[config.mk]
export PLATFORM = sky130hd
export DESIGN_NAME = gct_ctrl
export DESIGN_NICKNAME = d
export VERILOG_FILES = /design/src/hdl/gct_pkg.sv /design/src/hdl/gct_ctrl.sv
export SDC_FILE = /design/constraint.sdc
export NUM_CORES = 1
export LEC_CHECK = 0
export ABC_AREA = 1
export BUFFER_PORTS_ARGS = -buffer_cell sky130_fd_sc_hd__buf_4
export CAP_MARGIN = 20
export CORE_AREA = 2 2 39 41
export DETAILED_ROUTE_END_ITERATION = 16
export DIE_AREA = 0 0 41 43
export PLACE_DENSITY = 0.3
export SLEW_MARGIN = 20
export SYNTH_ARGS = -nofsm -noshare
export SYNTH_HDL_FRONTEND = slang
export SYNTH_SLANG_ARGS = --single-unit
[constraint.sdc]
create_clock -name clock -period 0.8 [get_ports clock]
set_clock_uncertainty 0.05 [all_clocks]
set_input_delay 0.04 -clock clock [delete_from_list [all_inputs] [get_ports clock]]
set_output_delay 0.04 -clock clock [all_outputs]
set_load 0.03 [all_outputs]
[src/hdl/gct_pkg.sv]
// ----------------------------------------------------------------------------
// Capability table package
// Sizes, operation and status codes, slot entry layout and control types.
// ----------------------------------------------------------------------------
package gct_pkg;

   localparam int TABLE_SLOTS = 256;
   localparam int SLOT_BITS   = (TABLE_SLOTS > 1) ? $clog2(TABLE_SLOTS) : 1;
   localparam int FRESH_BITS  = $clog2(TABLE_SLOTS + 1);
   localparam int GEN_BITS    = 16;
   localparam logic [15:0] NO_SLOT = 16'hFFFF;

   typedef enum logic [1:0] {
      OP_ADD    = 2'd0,
      OP_GET    = 2'd1,
      OP_DELETE = 2'd2
   } op_type;

   typedef enum logic [2:0] {
      ST_OK     = 3'd0,
      ST_FULL   = 3'd1,
      ST_RANGE  = 3'd2,
      ST_EMPTY  = 3'd3,
      ST_STALE  = 3'd4,
      ST_RIGHTS = 3'd5
   } status_type;

   typedef struct packed {
      logic                used;
      logic [GEN_BITS-1:0] generation;
      logic [15:0]         link;
      logic [31:0]         object;
      logic [31:0]         rights;
      logic [31:0]         flags;
   } slot_entry_type;

   // Contents of a slot that has never been written.
   localparam slot_entry_type EMPTY_ENTRY = '{
      used:       1'b0,
      generation: GEN_BITS'(1),
      link:       16'd0,
      object:     32'd0,
      rights:     32'd0,
      flags:      32'd0
   };

   typedef enum logic {
      CTRL_IDLE,
      CTRL_EXEC
   } ctrl_state_type;

   typedef struct packed {
      logic capture;
      logic commit;
   } ctrl_cmd_type;

endpackage

[src/hdl/gct_ctrl.sv]
// ----------------------------------------------------------------------------
// Capability table controller
// Sequences capture, slot read and commit; owns the response valid flag.
// ----------------------------------------------------------------------------
module gct_ctrl (
   input  logic                  clock,
   input  logic                  reset,
   input  logic                  req_valid,
   output logic                  req_ready,
   output logic                  rsp_valid,
   input  logic                  rsp_ready,
   output gct_pkg::ctrl_cmd_type cmd
);

   gct_pkg::ctrl_state_type state_ff, state_in;
   logic                    rsp_valid_ff, rsp_valid_in;

   always_ff @(posedge clock) begin
      if (reset) begin
         state_ff     <= gct_pkg::CTRL_IDLE;
         rsp_valid_ff <= 1'b0;
      end else begin
         state_ff     <= state_in;
         rsp_valid_ff <= rsp_valid_in;
      end
   end

   always_comb begin
      state_in    = state_ff;
      req_ready   = 1'b0;
      cmd.capture = 1'b0;
      cmd.commit  = 1'b0;
      case (state_ff)
         gct_pkg::CTRL_IDLE: begin
            // take no request while reset is high
            if (!reset) begin
               req_ready = 1'b1;
               if (req_valid) begin
                  cmd.capture = 1'b1;
                  state_in    = gct_pkg::CTRL_EXEC;
               end
            end
         end
         gct_pkg::CTRL_EXEC: begin
            // hold the commit until the output register is free
            if (!rsp_valid_ff || rsp_ready) begin
               cmd.commit = 1'b1;
               state_in   = gct_pkg::CTRL_IDLE;
            end
         end
         default: begin
            state_in = gct_pkg::CTRL_IDLE;
         end
      endcase

      if (cmd.commit) begin
         rsp_valid_in = 1'b1;
      end else if (rsp_ready) begin
         rsp_valid_in = 1'b0;
      end else begin
         rsp_valid_in = rsp_valid_ff;
      end
   end

   assign rsp_valid = rsp_valid_ff;

endmodule

==> results_dict.tcl, run 1 <==
set metrics [dict create \
    syn_to_final_growth_pct 156 \
    cp-start-kind "register" \
    cts.clk_slew.worst_paths_ns 0.04 \
    ys_top_cells_by_area "dfxtp_1 40%, inv_1 15%, nand2_1 15%" \
    hp-class "primary input to register" \
    rsz0062_at_grt "true" \
    coreArea_um2 1380 \
    maxSlewHeadroom 0.922 \
    yosysSeqAreaShare 0.400 \
    violations "setup timing" \
    fill_cells 157 \
    slew_violations 0 \
    cts.sinks 2 \
    synth_common_cells "4 x inv_1, 4 x nand2_1, 3 x nor2_1" \
    dp_hpwl_um 208 \
    vias 138 \
    holdWs_ns 0.0000280 \
    worstSkewPairLatency_ns 0.23 \
    grt_pass1_vias 139 \
    ys_ff_latch 2 \
    grt-ovfl-total 0 \
    fp.dieH_um 43 \
    antenna_cells 0 \
    crit_arrival_ns 0.92 \
    final_nets 35 \
    synth_top_area_frac 0.400 \
    initial_core_util 0.0723 \
    setup_ws_ns -0.207 \
    grt_pass1_wl_um 552 \
    status "finished with violations" \
    clk_path_buf_depth 2 \
    viasPerCell 3.00 \
    num_rows 14 \
    rrSetupSlack_ns 0.02 \
    synth.avg_cell_area_um2 6.26 \
    worstPathRequired_ns 0.71 \
    fin_crit_sh 1.26 \
    drc 0 \
    fmax_mhz 993 \
    ir_worst_vdd_uv 954 \
    cts_root_buffer "clkbuf_4" \
    first_pass_iters 2 \
    wl_per_cell_um 6.41 \
    drive_gt1_frac 0.733 \
    critical_path.max_fanout 2 \
    synth_top_flop_cell "dfxtp_1" \
    end_kind "output pin" \
    antenna_found_initial 0 \
    final-seq-area_um2 45.0 \
    multi_input_area_um2 50.0 \
    grt_usage 0.0511 \
    cts_max_level 1 \
    synth_nets 20 \
    routabilityCongestion 0.575 \
    numPortBuffers 7 \
    grt_max_degree 4 \
    report.final.hold_viol_count 0 \
    netlist.top_cell.by_area "dfxtp_1" \
    synth_edf_count 0 \
    crit_type "register to output pin" \
    synthesis.instances 16 \
    io_pins 8 \
    maxCapViolations 0 \
    synth.distinct_cells 7 \
    ant_nets 0 \
    final-setup-viol-count 4 \
    power-per-cell-area_nw_per_um2 1850 \
    synth_area_um2 100 \
    wl_um 295 \
    yosysWarnings 0 \
    tns_ns -0.672 \
    total_power_w 0.000475 \
    period_needed_ns 1.01 \
    die_x_um 41 \
    cts_buffers 3 \
    tritoncts "done" \
    p_leak_nw 0.128 \
    drt_iter0_markers 3 \
    die_area_um2 1760 \
    synthArstFlopShare 0 \
    tightestPinTransition_ns 0.117 \
]
cells in the final DEF (no fill, tap or decap):
master and n:
clkbuf_1 1, inv_2 3, a21oi_1 1, dfxtp_2 1
clkbuf_4 3, nor2_1 2, nand2_2 2, buf_4 6
dlygate4sd3_1 1, inv_1 1, nor2_4 1, dfxtp_4 1
nand2_1 2, buf_6 4, nor2_2 1
routing by layer:
metal	part of all wire	track usage	up-vias
li1	-	-	73
met1	0.55	0.0607	57
met2	0.32	0.0531	8
met3	0.13	0.0628	0
met4	0	0.0200	0
met5	0	0	-
state kept, by name, indices dropped and copies added (netlist names):
signal and cells:
rsp_valid 1, state_ff 1
timing repair:
item,in CTS,in global routing
endpoints found under the hold margin,2,0
hold buffers,1,0
gates resized for setup,5,2
endpoints found under the setup margin,4,5
pin swaps,2,1
buffers inserted,2,1
cell type report:
class,count,share of cell area
repair buffers,11,0.390
flip-flops and latches,2,0.176
inverters,4,0.0585
multi-input cells,9,0.195
well taps,16,0.0780
clock buffers,4,0.102
final timing paths:
path         cells after the start                    from                endpoint
max                              4  rsp_valid$_SDFFE_PP0P_                  cmd[0]
min                              3               req_valid     state_ff$_SDFF_PP0_
max reg2reg                      5  rsp_valid$_SDFFE_PP0P_     state_ff$_SDFF_PP0_
min reg2reg                      2     state_ff$_SDFF_PP0_  rsp_valid$_SDFFE_PP0P_
cell families after synthesis:
family                 Yosys count  synth area share
and+or+nand+nor                  8             0.325
buffers and inverters            5             0.225
DFF                              2             0.400
AOI/OAI and AO/OA                1            0.0500
critical path: stages, from the launching register on:
cell and delay, ns:
dfxtp_4 0.33, inv_2 0.04, nor2_2 0.03, nor2_1 0.11, buf_4 0.18
through the flow:
step           std cells  cell area [µm²]  utilization  setup slack [ns]
2_1_floorplan         16              114            -           -0.0225
3_3_place_gp          38              179        0.129            0.0272
3_5_place_dp          38              179        0.129           -0.0154
4_1_cts               45              243        0.175            -0.215
5_1_grt               46              256        0.185            -0.263
6_report              46              256        0.185            -0.207
where the power goes:
| group | switching [W] | internal, W | total (W) | leakage, nW |
|---|---|---|---|---|
| clock network | 0.0000647 | 0.000186 | 0.000250 | 0.0150 |
| logic | 0.0000564 | 0.0000563 | 0.000113 | 0.0958 |
| registers | 0.00000569 | 0.000106 | 0.000112 | 0.0175 |
No activity file was read; power rests on OpenSTA's default activity.
==> run 2, diff against run 1 <==
--- a/config.mk
+++ b/config.mk
@@ -14,2 +14,3 @@
 export PLACE_DENSITY = 0.3
+export SETUP_SLACK_MARGIN = 0.02
 export SLEW_MARGIN = 20
==> constraint.sdc (replaced) <==
create_clock -name clock -period 0.8 [get_ports clock]
set_clock_uncertainty 0.05 [all_clocks]
set_input_delay 0.08 -clock clock [delete_from_list [all_inputs] [get_ports clock]]
set_output_delay 0.08 -clock clock [all_outputs]
set_load 0.03 [all_outputs]
==> results_dict.tcl, run 2 (synthesis gave the netlist of run 1 again) <==
set metrics [dict create \
    tightestPinTransition_ns 0.116 \
    grt_pass1_wl_um 531 \
    tritoncts "done" \
    crit_type "register to output pin" \
    seqPwrFrac 0.236 \
    power.switching_w 0.000130 \
    slew_violations 0 \
    hp-class "primary input to register" \
    layout_common_cells "6 x buf_4, 4 x buf_6, 3 x clkbuf_4" \
    coreArea_um2 1380 \
    internal-power_w 0.000346 \
    viasPerCell 3.04 \
    final-setup-viol-count 5 \
    wl_per_cell_um 6.85 \
    ant_nets 0 \
    cts_root_buffer "clkbuf_4" \
    final_nets 35 \
    power-per-cell-area_nw_per_um2 1810 \
    num_rows 14 \
    die_area_um2 1760 \
    syn_to_final_growth_pct 164 \
    rsz0062_at_grt "true" \
    fmax_mhz 971 \
    worstPathRequired_ns 0.67 \
    layout_commonest_cell "buf_4" \
    period_needed_ns 1.03 \
    cts_buffers 3 \
    clockPowerShare 0.529 \
    swShare 0.274 \
    startpoint "rsp_valid$_SDFFE_PP0P_" \
    fp.dieH_um 43 \
    r2r_start "rsp_valid$_SDFFE_PP0P_" \
    grt_usage 0.0571 \
    drive_gt1_frac 0.733 \
    initial_core_util 0.0723 \
    io_pins 8 \
    placed_cell_area_um2 194 \
    drt_iter0_markers 2 \
    fill_cells 161 \
    cp-start-kind "register" \
    worstHoldStart "req_valid" \
    antenna_cells 0 \
    maxSlewHeadroom 0.922 \
    grt-ovfl-total 0 \
    numPortBuffers 7 \
    total_power_w 0.000477 \
    wl_um 315 \
    setup_ws_ns -0.230 \
    grt_max_degree 4 \
    worstSkewPairLatency_ns 0.23 \
    vias 140 \
    report.final.hold_viol_count 0 \
    end_kind "output pin" \
    holdPathStages 3 \
    violations "setup timing" \
    drc 0 \
    die_x_um 41 \
    first_pass_iters 3 \
    maxCapViolations 0 \
    antenna_found_initial 0 \
    cts_max_level 1 \
    combPwrFrac 0.235 \
    cts.sinks 2 \
    grt_pass1_vias 136 \
    crit_arrival_ns 0.90 \
    clk_path_buf_depth 2 \
    status "finished with violations" \
    fin_crit_sh 1.29 \
    critical_path.max_fanout 2 \
    holdWs_ns 0.0177 \
    routabilityCongestion 0.576 \
    ir_worst_vdd_uv 623 \
    r2r_cells 6 \
    p_leak_nw 0.129 \
    fin_area_um2 264 \
    cts.clk_slew.worst_paths_ns 0.04 \
]
## run 2: layer usage
metal / up-vias / wire length (µm) / track usage
li1: 75 / - / -
met1: 55 / 156 / 0.0607
met2: 10 / 112 / 0.0438
met3: 0 / 46 / 0.0785
met4: 0 / 0 / 0.0600
met5: - / 0 / 0
## run 2: layout make-up
cell class | count | area, µm² | area share
multi-input cells | 9 | 55.1 | 0.209
well taps | 16 | 20.0 | 0.0758
flip-flops and latches | 2 | 45.0 | 0.171
inverters | 4 | 17.5 | 0.0664
clock buffers | 4 | 26.3 | 0.0995
repair buffers | 11 | 100 | 0.379
## run 2: critical path: stages (launching register included)
cell and delay, ns:
dfxtp_4 0.34, inv_4 0.05, nor2_4 0.03, nor2_1 0.09
buf_4 0.17
## run 2: metrics by stage
step	std cells	TNS [ns]	utilization	setup WS, ns
floorplan	16	-0.123	-	-0.0625
global placement	40	-0.0150	0.140	-0.0150
detailed placement	40	-0.0233	0.140	-0.0233
CTS	45	-0.773	0.175	-0.229
global route	46	-1.05	0.191	-0.281
finish	46	-0.819	0.191	-0.230
## run 2: what timing repair did
| action | 4_1_cts | 5_1_grt |
|---|---|---|
| hold buffers | 1 | 0 |
| pin swaps | 2 | 1 |
| setup buffers | 1 | 1 |
| gates resized for setup | 5 | 4 |
| setup endpoints to repair | 5 | 5 |
| hold endpoints to repair | 1 | 0 |
## run 2: path summary, 6_finish.rpt
| path | slack [ns] | to |
|---|---|---|
| worst max-delay path | -0.23 | cmd[0] |
| worst min-delay path | 0.02 | state_ff$_SDFF_PP0_ |
| worst max register to register | -0.10 | state_ff$_SDFF_PP0_ |
| worst min register to register | 0.42 | rsp_valid$_SDFFE_PP0P_ |
## run 2: power by group through the flow
stage                     registers [W]  clock network [W]   logic, W
after floorplan                0.000118                  0  0.0000464
after global placement         0.000112                  0  0.0000919
after detailed placement       0.000112                  0  0.0000927
after CTS                      0.000112           0.000271   0.000103
after global routing           0.000113           0.000291   0.000121
final                          0.000113           0.000252   0.000112
